--- src/rtl/mxp_pkg.sv ---
`timescale 1ns / 1ps

package mxp_pkg;

  // field widths
  localparam int unsigned MOD_W    = 31;
  localparam int unsigned BASE_W   = 63;
  localparam int unsigned EXP_W    = 63;

  // exponent bits actually scanned (8..63)
  localparam int unsigned EXP_BITS = 63;

  localparam int unsigned ECNT_W   = $clog2(EXP_BITS);
  localparam int unsigned BCNT_W   = $clog2(BASE_W);
  localparam int unsigned MCNT_W   = $clog2(MOD_W);

  localparam logic [MOD_W-1:0] MOD_RESET = MOD_W'(1000000007);

  // config port
  localparam int unsigned PADDR_W = 3;
  localparam int unsigned PDATA_W = 32;
  localparam logic        REG_MODULUS = 1'b0;  // word index, paddr[2]

  typedef enum logic [2:0] {
    ST_IDLE,
    ST_BASE_DBL,
    ST_BASE_ADD,
    ST_NORM,
    ST_NEXT,
    ST_MUL_DBL,
    ST_MUL_ADD,
    ST_DONE
  } state_e;

  typedef struct packed {
    logic idle;
    logic done;
  } eng_stat_t;

endpackage

--- src/rtl/mxp_mod_add.sv ---
`timescale 1ns / 1ps

// (a + b) mod m, valid when a + b < 2m
module mxp_mod_add (
  input  logic [mxp_pkg::MOD_W-1:0] a_i,
  input  logic [mxp_pkg::MOD_W-1:0] b_i,
  input  logic [mxp_pkg::MOD_W-1:0] m_i,
  output logic [mxp_pkg::MOD_W-1:0] sum_o
);

  logic [mxp_pkg::MOD_W:0] sum;
  logic [mxp_pkg::MOD_W:0] diff;

  always_comb begin
    sum  = {1'b0, a_i} + {1'b0, b_i};
    diff = sum - {1'b0, m_i};
    if (sum >= {1'b0, m_i}) begin
      sum_o = diff[mxp_pkg::MOD_W-1:0];
    end else begin
      sum_o = sum[mxp_pkg::MOD_W-1:0];
    end
  end

endmodule

--- src/rtl/mxp_engine.sv ---
`timescale 1ns / 1ps

// Sequencer around one shared modular adder.
// Base reduction: bm = 2bm (+1) per base bit.
// Multiply: interleaved double / add per multiplier bit.
module mxp_engine (
  input  logic                         clk_i,
  input  logic                         rst_ni,
  input  logic                         start_i,
  input  logic [mxp_pkg::BASE_W-1:0]   base_i,
  input  logic [mxp_pkg::EXP_W-1:0]    exp_i,
  input  logic [mxp_pkg::MOD_W-1:0]    mod_i,
  input  logic                         res_ready_i,
  output mxp_pkg::eng_stat_t           stat_o,
  output logic [mxp_pkg::MOD_W-1:0]    result_o
);

  mxp_pkg::state_e state_q, state_d;

  logic [mxp_pkg::MOD_W-1:0]    mod_q, mod_d;
  logic [mxp_pkg::BASE_W-1:0]   base_q, base_d;
  logic [mxp_pkg::EXP_BITS-1:0] e_q, e_d;
  logic [mxp_pkg::MOD_W-1:0]    bm_q, bm_d;
  logic [mxp_pkg::MOD_W-1:0]    r_q, r_d;
  logic [mxp_pkg::MOD_W-1:0]    acc_q, acc_d;
  logic [mxp_pkg::MOD_W-1:0]    mx_q, mx_d;
  logic [mxp_pkg::MOD_W-1:0]    my_q, my_d;
  logic [mxp_pkg::BCNT_W-1:0]   bcnt_q, bcnt_d;
  logic [mxp_pkg::ECNT_W-1:0]   ecnt_q, ecnt_d;
  logic [mxp_pkg::MCNT_W-1:0]   mcnt_q, mcnt_d;
  logic                         sq_q, sq_d;

  logic [mxp_pkg::MOD_W-1:0]    ua, ub, sum;
  logic                         base_adv;
  logic                         mul_adv;

  mxp_mod_add u_add (
    .a_i   (ua),
    .b_i   (ub),
    .m_i   (mod_q),
    .sum_o (sum)
  );

  always_ff @(posedge clk_i or negedge rst_ni) begin
    if (!rst_ni) begin
      state_q <= mxp_pkg::ST_IDLE;
    end else begin
      state_q <= state_d;
    end
  end

  always_ff @(posedge clk_i) begin
    mod_q  <= mod_d;
    base_q <= base_d;
    e_q    <= e_d;
    bm_q   <= bm_d;
    r_q    <= r_d;
    acc_q  <= acc_d;
    mx_q   <= mx_d;
    my_q   <= my_d;
    bcnt_q <= bcnt_d;
    ecnt_q <= ecnt_d;
    mcnt_q <= mcnt_d;
    sq_q   <= sq_d;
  end

  always_comb begin
    state_d  = state_q;
    mod_d    = mod_q;
    base_d   = base_q;
    e_d      = e_q;
    bm_d     = bm_q;
    r_d      = r_q;
    acc_d    = acc_q;
    mx_d     = mx_q;
    my_d     = my_q;
    bcnt_d   = bcnt_q;
    ecnt_d   = ecnt_q;
    mcnt_d   = mcnt_q;
    sq_d     = sq_q;
    ua       = acc_q;
    ub       = acc_q;
    base_adv = 1'b0;
    mul_adv  = 1'b0;

    case (state_q)
      mxp_pkg::ST_IDLE: begin
        if (start_i) begin
          mod_d  = (mod_i == '0) ? mxp_pkg::MOD_W'(1) : mod_i;
          base_d = base_i;
          e_d    = exp_i[mxp_pkg::EXP_BITS-1:0];
          bm_d   = '0;
          r_d    = '0;
          bcnt_d = mxp_pkg::BCNT_W'(mxp_pkg::BASE_W - 1);
          ecnt_d = mxp_pkg::ECNT_W'(mxp_pkg::EXP_BITS - 1);
          if (exp_i[mxp_pkg::EXP_BITS-1:0] == '0) begin
            state_d = mxp_pkg::ST_DONE;
          end else begin
            state_d = mxp_pkg::ST_BASE_DBL;
          end
        end
      end
      mxp_pkg::ST_BASE_DBL: begin
        ua   = bm_q;
        ub   = bm_q;
        bm_d = sum;
        if (base_q[mxp_pkg::BASE_W-1]) begin
          state_d = mxp_pkg::ST_BASE_ADD;
        end else begin
          base_adv = 1'b1;
        end
      end
      mxp_pkg::ST_BASE_ADD: begin
        ua       = bm_q;
        ub       = mxp_pkg::MOD_W'(1);
        bm_d     = sum;
        base_adv = 1'b1;
      end
      mxp_pkg::ST_NORM: begin
        // shift out leading zeros, then the leading one
        e_d = e_q << 1;
        if (e_q[mxp_pkg::EXP_BITS-1]) begin
          r_d     = bm_q;
          state_d = mxp_pkg::ST_NEXT;
        end else begin
          ecnt_d = ecnt_q - 1'b1;
        end
      end
      mxp_pkg::ST_NEXT: begin
        if (ecnt_q == '0) begin
          state_d = mxp_pkg::ST_DONE;
        end else begin
          mx_d    = r_q;
          my_d    = r_q;
          acc_d   = '0;
          mcnt_d  = mxp_pkg::MCNT_W'(mxp_pkg::MOD_W - 1);
          sq_d    = 1'b1;
          state_d = mxp_pkg::ST_MUL_DBL;
        end
      end
      mxp_pkg::ST_MUL_DBL: begin
        acc_d = sum;
        if (my_q[mxp_pkg::MOD_W-1]) begin
          state_d = mxp_pkg::ST_MUL_ADD;
        end else begin
          mul_adv = 1'b1;
        end
      end
      mxp_pkg::ST_MUL_ADD: begin
        ub      = mx_q;
        acc_d   = sum;
        mul_adv = 1'b1;
      end
      mxp_pkg::ST_DONE: begin
        if (res_ready_i) begin
          state_d = mxp_pkg::ST_IDLE;
        end
      end
      default: begin
        state_d = mxp_pkg::ST_IDLE;
      end
    endcase

    if (base_adv) begin
      base_d = base_q << 1;
      if (bcnt_q == '0) begin
        state_d = mxp_pkg::ST_NORM;
      end else begin
        bcnt_d  = bcnt_q - 1'b1;
        state_d = mxp_pkg::ST_BASE_DBL;
      end
    end

    if (mul_adv) begin
      my_d = my_q << 1;
      if (mcnt_q != '0) begin
        mcnt_d  = mcnt_q - 1'b1;
        state_d = mxp_pkg::ST_MUL_DBL;
      end else begin
        r_d = sum;
        if (sq_q && e_q[mxp_pkg::EXP_BITS-1]) begin
          // square done, bit is one: multiply by reduced base
          mx_d    = sum;
          my_d    = bm_q;
          acc_d   = '0;
          mcnt_d  = mxp_pkg::MCNT_W'(mxp_pkg::MOD_W - 1);
          sq_d    = 1'b0;
          state_d = mxp_pkg::ST_MUL_DBL;
        end else begin
          e_d     = e_q << 1;
          ecnt_d  = ecnt_q - 1'b1;
          state_d = mxp_pkg::ST_NEXT;
        end
      end
    end
  end

  assign stat_o.idle = (state_q == mxp_pkg::ST_IDLE);
  assign stat_o.done = (state_q == mxp_pkg::ST_DONE);
  assign result_o    = r_q;

  a_bm_reduced: assert property (@(posedge clk_i) disable iff (!rst_ni)
    (state_q != mxp_pkg::ST_IDLE) |-> (bm_q < mod_q))
    else $error("reduced base not below modulus");

  a_mul_reduced: assert property (@(posedge clk_i) disable iff (!rst_ni)
    (state_q == mxp_pkg::ST_MUL_DBL || state_q == mxp_pkg::ST_MUL_ADD)
      |-> (acc_q < mod_q && mx_q < mod_q))
    else $error("multiply operand out of range");

  a_norm_nonzero: assert property (@(posedge clk_i) disable iff (!rst_ni)
    (state_q == mxp_pkg::ST_NORM) |-> (e_q != '0))
    else $error("normalize entered with zero exponent");

  a_result_reduced: assert property (@(posedge clk_i) disable iff (!rst_ni)
    (state_q == mxp_pkg::ST_DONE) |-> (r_q < mod_q))
    else $error("result not below modulus");

endmodule

--- src/rtl/modular_exponentiation_unit.sv ---
`timescale 1ns / 1ps

// channel   direction  handshake                  payload
// input     in         in_valid_i / in_ready_o    base_value_i[62:0], exponent_value_i[62:0]
// output    out        out_valid_o / out_ready_i  power_residue_o[30:0]
// config    in         psel/penable/pwrite        paddr[2:0], pwdata[31:0] -> prdata
//
// Operation: one item at a time through a single shared modular adder. Base reduction
//   doubles per base bit and adds one per set bit, exponent normalization shifts out the
//   leading zeros and the leading one, then each exponent bit below the leading one costs
//   a square and, when the bit is set, a multiply; a zero exponent goes straight to done.
// Reset: modulus returns to 1000000007, engine idle, output register empty.
// Stalls: a finished result parks in the output register; the next item is taken once
//   the engine is back in idle, even while that result waits.
module modular_exponentiation_unit (
  input  logic                          clk_i,
  input  logic                          rst_ni,
  // input items
  input  logic                          in_valid_i,
  output logic                          in_ready_o,
  input  logic [mxp_pkg::BASE_W-1:0]    base_value_i,
  input  logic [mxp_pkg::EXP_W-1:0]     exponent_value_i,
  // result items
  output logic                          out_valid_o,
  input  logic                          out_ready_i,
  output logic [mxp_pkg::MOD_W-1:0]     power_residue_o,
  // config port
  input  logic                          psel,
  input  logic                          penable,
  input  logic                          pwrite,
  input  logic [mxp_pkg::PADDR_W-1:0]   paddr,
  input  logic [mxp_pkg::PDATA_W-1:0]   pwdata,
  output logic [mxp_pkg::PDATA_W-1:0]   prdata,
  output logic                          pready
);

  logic [mxp_pkg::MOD_W-1:0] modulus_q, modulus_d;
  logic                      out_valid_q, out_valid_d;
  logic [mxp_pkg::MOD_W-1:0] residue_q, residue_d;

  mxp_pkg::eng_stat_t        eng_stat;
  logic [mxp_pkg::MOD_W-1:0] eng_result;
  logic                      start;
  logic                      res_ready;
  logic                      res_load;
  logic                      cfg_wr;

  // ---------------------------------------------------------------------------
  // config register: only the modulus, at word 0
  // ---------------------------------------------------------------------------
  assign pready = 1'b1;
  assign cfg_wr = psel && penable && pwrite;

  always_comb begin
    modulus_d = modulus_q;
    if (cfg_wr && (paddr[2] == mxp_pkg::REG_MODULUS)) begin
      modulus_d = pwdata[mxp_pkg::MOD_W-1:0];
    end
  end

  always_comb begin
    if (paddr[2] == mxp_pkg::REG_MODULUS) begin
      prdata = {{(mxp_pkg::PDATA_W - mxp_pkg::MOD_W){1'b0}}, modulus_q};
    end else begin
      prdata = '0;
    end
  end

  always_ff @(posedge clk_i or negedge rst_ni) begin
    if (!rst_ni) begin
      modulus_q <= mxp_pkg::MOD_RESET;
    end else begin
      modulus_q <= modulus_d;
    end
  end

  // ---------------------------------------------------------------------------
  // engine: takes an item only when idle
  // ---------------------------------------------------------------------------
  assign in_ready_o = eng_stat.idle;
  assign start      = in_valid_i && eng_stat.idle;

  mxp_engine u_engine (
    .clk_i       (clk_i),
    .rst_ni      (rst_ni),
    .start_i     (start),
    .base_i      (base_value_i),
    .exp_i       (exponent_value_i),
    .mod_i       (modulus_q),
    .res_ready_i (res_ready),
    .stat_o      (eng_stat),
    .result_o    (eng_result)
  );

  // ---------------------------------------------------------------------------
  // output register: frees the engine while the result waits downstream
  // ---------------------------------------------------------------------------
  assign res_ready = !out_valid_q || out_ready_i;
  assign res_load  = eng_stat.done && res_ready;

  always_comb begin
    out_valid_d = out_valid_q;
    residue_d   = residue_q;
    if (res_load) begin
      out_valid_d = 1'b1;
      residue_d   = eng_result;
    end else if (out_ready_i) begin
      out_valid_d = 1'b0;
    end
  end

  always_ff @(posedge clk_i or negedge rst_ni) begin
    if (!rst_ni) begin
      out_valid_q <= 1'b0;
    end else begin
      out_valid_q <= out_valid_d;
    end
  end

  always_ff @(posedge clk_i) begin
    residue_q <= residue_d;
  end

  assign out_valid_o     = out_valid_q;
  assign power_residue_o = residue_q;

endmodule
--- config.mk ---
export PLATFORM = sky130hd
export DESIGN_NAME = modular_exponentiation_unit
export DESIGN_NICKNAME = d
export VERILOG_FILES = /design/src/rtl/mxp_pkg.sv /design/src/rtl/mxp_mod_add.sv /design/src/rtl/mxp_engine.sv /design/src/rtl/modular_exponentiation_unit.sv
export SDC_FILE = /design/constraint.sdc
export NUM_CORES = 1
export LEC_CHECK = 0
export ABC_AREA = 1
export BUFFER_PORTS_ARGS = -buffer_cell sky130_fd_sc_hd__buf_4
export CORE_ASPECT_RATIO = 2
export CORE_MARGIN = 4
export CORE_UTILIZATION = 50
export CTS_BUF_LIST = sky130_fd_sc_hd__clkbuf_8 sky130_fd_sc_hd__clkbuf_16
export DETAILED_ROUTE_END_ITERATION = 12
export PLACE_DENSITY = 0.73
export RECOVER_POWER = 50
export SYNTH_ARGS = -nofsm -noshare
export SYNTH_HDL_FRONTEND = slang
export SYNTH_SLANG_ARGS = --single-unit
--- constraint.sdc ---
create_clock -name clk_i -period 5.74 [get_ports clk_i]
set_clock_uncertainty 0.15 [all_clocks]
set_input_delay 0 -clock clk_i [delete_from_list [all_inputs] [get_ports clk_i]]
set_output_delay 0 -clock clk_i [all_outputs]
set_load 0.02 [all_outputs]
==> results of run 1 <==
[state kept, by name, summed over array words and instances (netlist names)]
| signal | flops |
|---|---|
| u_engine.acc_q | 31 |
| u_engine.mx_q | 31 |
| u_engine.mcnt_q | 5 |
| out_valid_o | 1 |
| u_engine.bcnt_q | 6 |
| power_residue_o | 31 |
| u_engine.result_o | 31 |
| u_engine.sq_q | 1 |
| modulus_q | 31 |
| u_engine.bm_q | 31 |
| u_engine.ecnt_q | 6 |
| u_engine.base_q | 63 |
| u_engine.state_q | 3 |
| u_engine.e_q | 63 |
| u_engine.mod_q | 31 |
| u_engine.my_q | 31 |
[tightest hold or removal path, stage by stage]
cell and delay [ps]:
dlygate4sd3_1 520, buf_4 100, o21ai_0 70
[stage by stage]
stage | setup WS (ps) | hold WS, ps | utilization | instances | area [um2]
after floorplan | 1230 | -446 | - | 3075 | 22500
after global placement | 438 | -156 | 0.557 | 3756 | 24700
after detailed placement | 339 | -145 | 0.557 | 3756 | 24700
after CTS | 316 | 0.765 | 0.624 | 4000 | 27700
after global routing | 7.86 | 82.6 | 0.619 | 4001 | 27400
final | 306 | 57.3 | 0.619 | 4005 | 27400
[cell type report]
class	instances	area [um2]
Sequential cell	396	9990
Clock inverter	24	154
Multi-Input combinational cell	2016	9950
Antenna cell	4	10.0
Clock buffer	43	1020
Fill cell	3808	16900
Inverter	511	1920
Tap cell	555	694
Timing Repair Buffer	456	3690
[worst paths after layout]
kind / start / end / cells past startpoint
setup / recovery: u_engine.state_q[1] / u_engine.bm_q[26] / 31
hold / removal: out_ready_i / out_valid_o / 3
setup reg to reg: u_engine.state_q[1] / u_engine.bm_q[26] / 31
hold reg to reg: u_engine.result_o[15] / power_residue_o[15] / 0
max in group asynchronous: rst_ni / u_engine.state_q[1] / 4
min in group asynchronous: rst_ni / modulus_q[11] / 3
[layout by cell type, fill, tap and decap left out, drive strengths merged, types with 3 or more instances in the layout]
| cell | Yosys | routed |
|---|---|---|
| nand2 | 990 | 990 |
| inv | 511 | 523 |
| nor2 | 254 | 254 |
| buf | 60 | 208 |
| edfxtp | 186 | 186 |
| dlygate4sd3 | 0 | 176 |
| dfxtp | 175 | 175 |
| a21oi | 150 | 150 |
| nand3 | 130 | 130 |
| clkbuf | 92 | 115 |
| o21ai | 110 | 110 |
| ha | 65 | 65 |
| o211ai | 57 | 57 |
| o221ai | 54 | 54 |
| a211oi | 35 | 35 |
| o22ai | 30 | 30 |
| nand4 | 23 | 23 |
| nand3b | 20 | 20 |
| nor4 | 19 | 19 |
| dfrtp | 19 | 19 |
| xor2 | 18 | 18 |
| nor3 | 18 | 18 |
| xnor2 | 16 | 16 |
| dfstp | 16 | 16 |
| clkinv | 0 | 10 |
| and2 | 6 | 6 |
| diode | 0 | 4 |
| o21bai | 4 | 4 |
| a22oi | 3 | 3 |
[layer usage]
layer / vias up / part of all wire / GRT usage
met5: - / 0 / 0
met4: 0 / 0.069 / 0.179
met3: 262 / 0.055 / 0.0386
met2: 923 / 0.51 / 0.516
met1: 10200 / 0.36 / 0.326
li1: 10600 / - / -
[timing repair]
action	in CTS	in global routing
hold buffers	177	0
endpoints found under the setup margin	0	72
gates resized for setup	0	7
endpoints found under the hold margin	199	0
[logic make-up (layout without fill, tap and decap cells)]
| group | count (synthesis) | in the layout | share of synthesized area |
|---|---|---|---|
| XOR/XNOR | 34 | 34 | 0.0132 |
| buffers and inverters | 663 | 1034 | 0.116 |
| other | 2 | 6 | 0.000333 |
| AND/OR/NAND/NOR | 1460 | 1460 | 0.265 |
| flip-flops | 396 | 396 | 0.443 |
| adder cells (fa/ha/maj) | 67 | 67 | 0.0379 |
| AO/OA/AOI/OAI | 453 | 453 | 0.124 |
==> metrics.txt, run 1 <==
vias in the first global route 22200; actual slew at the worst max-slew pin just under 3000 ps; Synth area leaders edfxtp_1 25%, nand2_1 16%, dfxtp_1 16%; failing checks capacitance limit, slew limit; fmax 184 MHz; Max stage delay on crit path 450 ps; clock slew at reported path FFs 60 ps; fin crit period 5430 ps; Worst Path Max Fanout 31; first-pass GRT wire length 114000 um; Post-Syn Area 22500 um2; top_reg_cell synth edfxtp_1; RSZ-0062 raised after global routing false; grt ovf 0; overall routed net length 72000 um; Setup TNS 0 ps; Reg2Reg Setup Slack 310 ps; drt via density 5.47; CTS buffer count 38; worst-skew pair later-pin latency 540 ps; initial core utilization 0.508; Placer Congestion 1.04; Yosys cell types 50; most frequent cells after synthesis 985 x nand2_1, 502 x inv_1, 240 x nor2_1, 186 x edfxtp_1, 175 x dfxtp_1; Iter 0 DRT Violations 1469; # nets final approximately 3700; largest net degree at the start of global routing 91; TritonCTS clock tree yes; slowest CP cell dfrtp_2; ANT nets after route 0; min-delay worst type in2reg; share of the synthesized area in the top cell type 0.248; initial antenna violation count 0; slew margin rel. -0.985; Vias 21900; fin. max-slew vios 249; status complete, but fails checks; count of TritonRoute iterations in the first routing pass 6; post-CTS setup buffers 0; gr usage total 0.292; std cell rows 109; part of the Yosys area used for sequential elements 0.443; die height 308 um; area delta synth->final 21.8%; EDFF count, synth 186; CTS sink cnt just under 400; DIE AREA approximately 50000 um2; synthesis-stage register bit count 396; Worst Setup Path Type reg2reg; worst endpoint required time 5860 ps; count leader, synth nand2_1; I/O Pins 234; share of cells above drive strength 1 0.0885; drt wl/cell 18.0 um; port buffer count 228; Async S/R FF share, synth 0.0884; crit path DAT 5560 ps; kind of start point of the critical path flop; Die Wd 158 um; Mapped Nets 3310; crit end category flop; Top delay family on crit path simple AND/OR/NAND/NOR gates; CTS H-tree lvls 2; Worst path most repeated cell nand2_1; Yosys top cell by area edfxtp_1; Synth Instances 3075; Crit path buffers/inverters 7; Core Region 44300 um2; Max Cap Viol 6; clk buf depth 3; Fin. Hold Viols 0; dpl hpwl about 50000 um; final setup fails 0; Ys Warns 0; Tcrit/Tclk final 0.947; syn avg cell area 7.32 um2; root buffer cell clkbuf_16; Residual DRC 0
Power of run 1 is not shown: default switching activity piles up to over one toggle a cycle in this logic, so the estimate is an artifact.
==> run 2, diff against run 1 <==
- CORE_ASPECT_RATIO: 2 -> default
- clock period: 5.74 -> 6.8 ns (I/O delays scaled with it)
==> run 2 against run 1 <==
Against the previous run:
- the flow still finishes with violations (capacitance limit, slew limit)
- cell area increased by 2.3%
- hold slack got worse by 20 ps
- die area decreased by 0.42%
- highest routed layer unchanged
==> metrics.txt, run 2 (synthesis results as in run 1) <==
status complete, but fails checks (unchanged); failing checks capacitance limit, slew limit (unchanged); clk buf depth 3 (unchanged); share of cells above drive strength 1 0.0815 (was 0.0885); overall routed net length 75300 um (was 72000 um); min-delay worst type in2reg (unchanged); Die Wd 220 um (was 158 um); post-CTS setup buffers 0 (unchanged); grt ovf 0 (unchanged); Max Cap Viol 6 (unchanged); drt wl/cell 18.5 um (was 18.0 um); Critical Path Sink u_engine.bm_q[0] (was u_engine.bm_q[26]); slew margin rel. -1.02 (was -0.985); Fin. Hold Viols 0 (unchanged); reg-to-reg endpoint u_engine.bm_q[0] (was u_engine.bm_q[26]); Placer Congestion 1.02 (was 1.04); kind of start point of the critical path flop (unchanged); Tcrit/Tclk final 0.928 (was 0.947); I/O Pins 234 (unchanged); TritonCTS clock tree yes (unchanged); crit path DAT 6480 ps (was 5560 ps); Core Region 44400 um2 (was 44300 um2); CTS H-tree lvls 2 (unchanged); Reg2Reg Setup Slack 490 ps (was 310 ps); fin crit period 6310 ps (was 5430 ps); ANT nets after route 0 (unchanged); crit end category flop (unchanged); std cell rows 77 (was 109); die height 220 um (was 308 um); root buffer cell clkbuf_16 (unchanged); Setup TNS 0 ps (unchanged); Worst Path Max Fanout 31 (unchanged); fmax 158 MHz (was 184 MHz); vias in the first global route 22000 (was 22200); area delta synth->final 24.6% (was 21.8%); Residual DRC 0 (unchanged); FF-to-FF Start u_engine.state_q[2] (was u_engine.state_q[1]); worst-skew pair later-pin latency 580 ps (was 540 ps); DIE AREA 48500 um2 (was 48700 um2); fin. max-slew vios 309 (was 249); most frequent cells in the layout 982 x nand2_1, 508 x inv_1, 241 x nor2_1, 231 x dlygate4sd3_1, 186 x edfxtp_1 (was 983 x nand2_1, 515 x inv_1, 239 x nor2_1, 202 x buf_4, 186 x edfxtp_1); CTS buffer count 43 (was 38); first-pass GRT wire length 117000 um (was 114000 um); Cells after DPL 3764 (was 3756); Iter 0 DRT Violations 1804 (was 1469); worst endpoint required time 6970 ps (was 5860 ps); initial core utilization 0.507 (was 0.508); largest net degree at the start of global routing 91 (unchanged); largest registers u_engine.base_q: 63 flops, u_engine.e_q: 63 flops (unchanged); gr usage total 0.303 (was 0.292); Worst Setup Path Type reg2reg (unchanged); RSZ-0062 raised after global routing false (unchanged); clock slew at reported path FFs 60 ps (about the same); most common cell after layout, fill and taps aside nand2_1 (unchanged); count of TritonRoute iterations in the first routing pass 5 (was 6); final setup fails 0 (unchanged); port buffer count 228 (unchanged); drt via density 5.45 (was 5.47); Reg2Reg Depth 26 (was 31); # nets final 3683 (was 3654); initial antenna violation count 2 (was 0); Vias 22200 (was 21900); dpl hpwl 49600 um (was 51200 um); actual slew at the worst max-slew pin 3020 ps (was 2980 ps); Non-Filler Instances 4077 (was 4005); CTS sink cnt 396 (unchanged); Worst Setup SP u_engine.state_q[2] (was u_engine.state_q[1])
-- run 2: per-layer routing --
layer | part of all wire | up-vias | GRT usage
met4 | 0.058 | 0 | 0.160
met1 | 0.39 | 10400 | 0.363
met2 | 0.49 | 1003 | 0.529
li1 | - | 10600 | -
met3 | 0.063 | 256 | 0.0431
met5 | 0 | - | 0
-- run 2: area by class of cell --
cell class / count / area (um2)
diodes: 2 / 5.00
clock buffers: 54 / 1270
clock inverters: 26 / 263
fillers: 3727 / 16300
inverters: 511 / 1920
multi-input cells: 2016 / 9950
flip-flops and latches: 396 / 9980
well taps: 592 / 741
repair buffers: 480 / 3940
-- run 2: critical path, stage by stage, from the launching register on --
cell and delay (ps):
dfrtp_1 470, nor3_2 320, inv_1 200, nand2_1 140, inv_1 160, nand2_1 90
o21ai_0 90, ha_1 300, fa_1 570, nand3_1 130, nand3_1 210, nand2_1 120
nand3_1 140, xnor2_1 440, inv_1 110, ha_1 370, nand2_1 110, nor2_2 180
nand3_1 120, nand3_2 140, nand2_1 120, nand3_1 170, nand2_2 300, nand2_4 460
nand2_1 220, nand2_1 170, nor2_1 60
-- run 2: through the flow --
step / hold slack (ps) / instance area [um2] / setup slack, ps / utilization
final: 37.3 / 28100 / 489 / 0.632
after global routing: 39.6 / 28100 / 65.6 / 0.632
after CTS: 2.75 / 28300 / 522 / 0.638
after detailed placement: -160 / 24500 / 559 / 0.552
after global placement: -166 / 24500 / 633 / 0.552
after floorplan: -446 / 22500 / 2290 / -
-- run 2: how the worst min path moves through the flow --
stage | cells past startpoint | endpoint | from | slack, ps
final | 3 | out_valid_o | out_ready_i | 40
after global routing | 4 | u_engine.e_q[0] | exponent_value_i[0] | 40
after CTS | 4 | modulus_q[19] | penable | 3
after detailed placement | 1 | modulus_q[8] | rst_ni | -160
after global placement | 1 | modulus_q[8] | rst_ni | -170
after floorplan | 0 | modulus_q[10] | rst_ni | -450
-- run 2: what timing repair did --
item / CTS / global route
hold endpoints to repair: 199 / 0
setup endpoints to repair: 0 / 1
hold buffers: 231 / 0
resized for setup: 0 / 1
Power of run 2 is left out for the same reason.
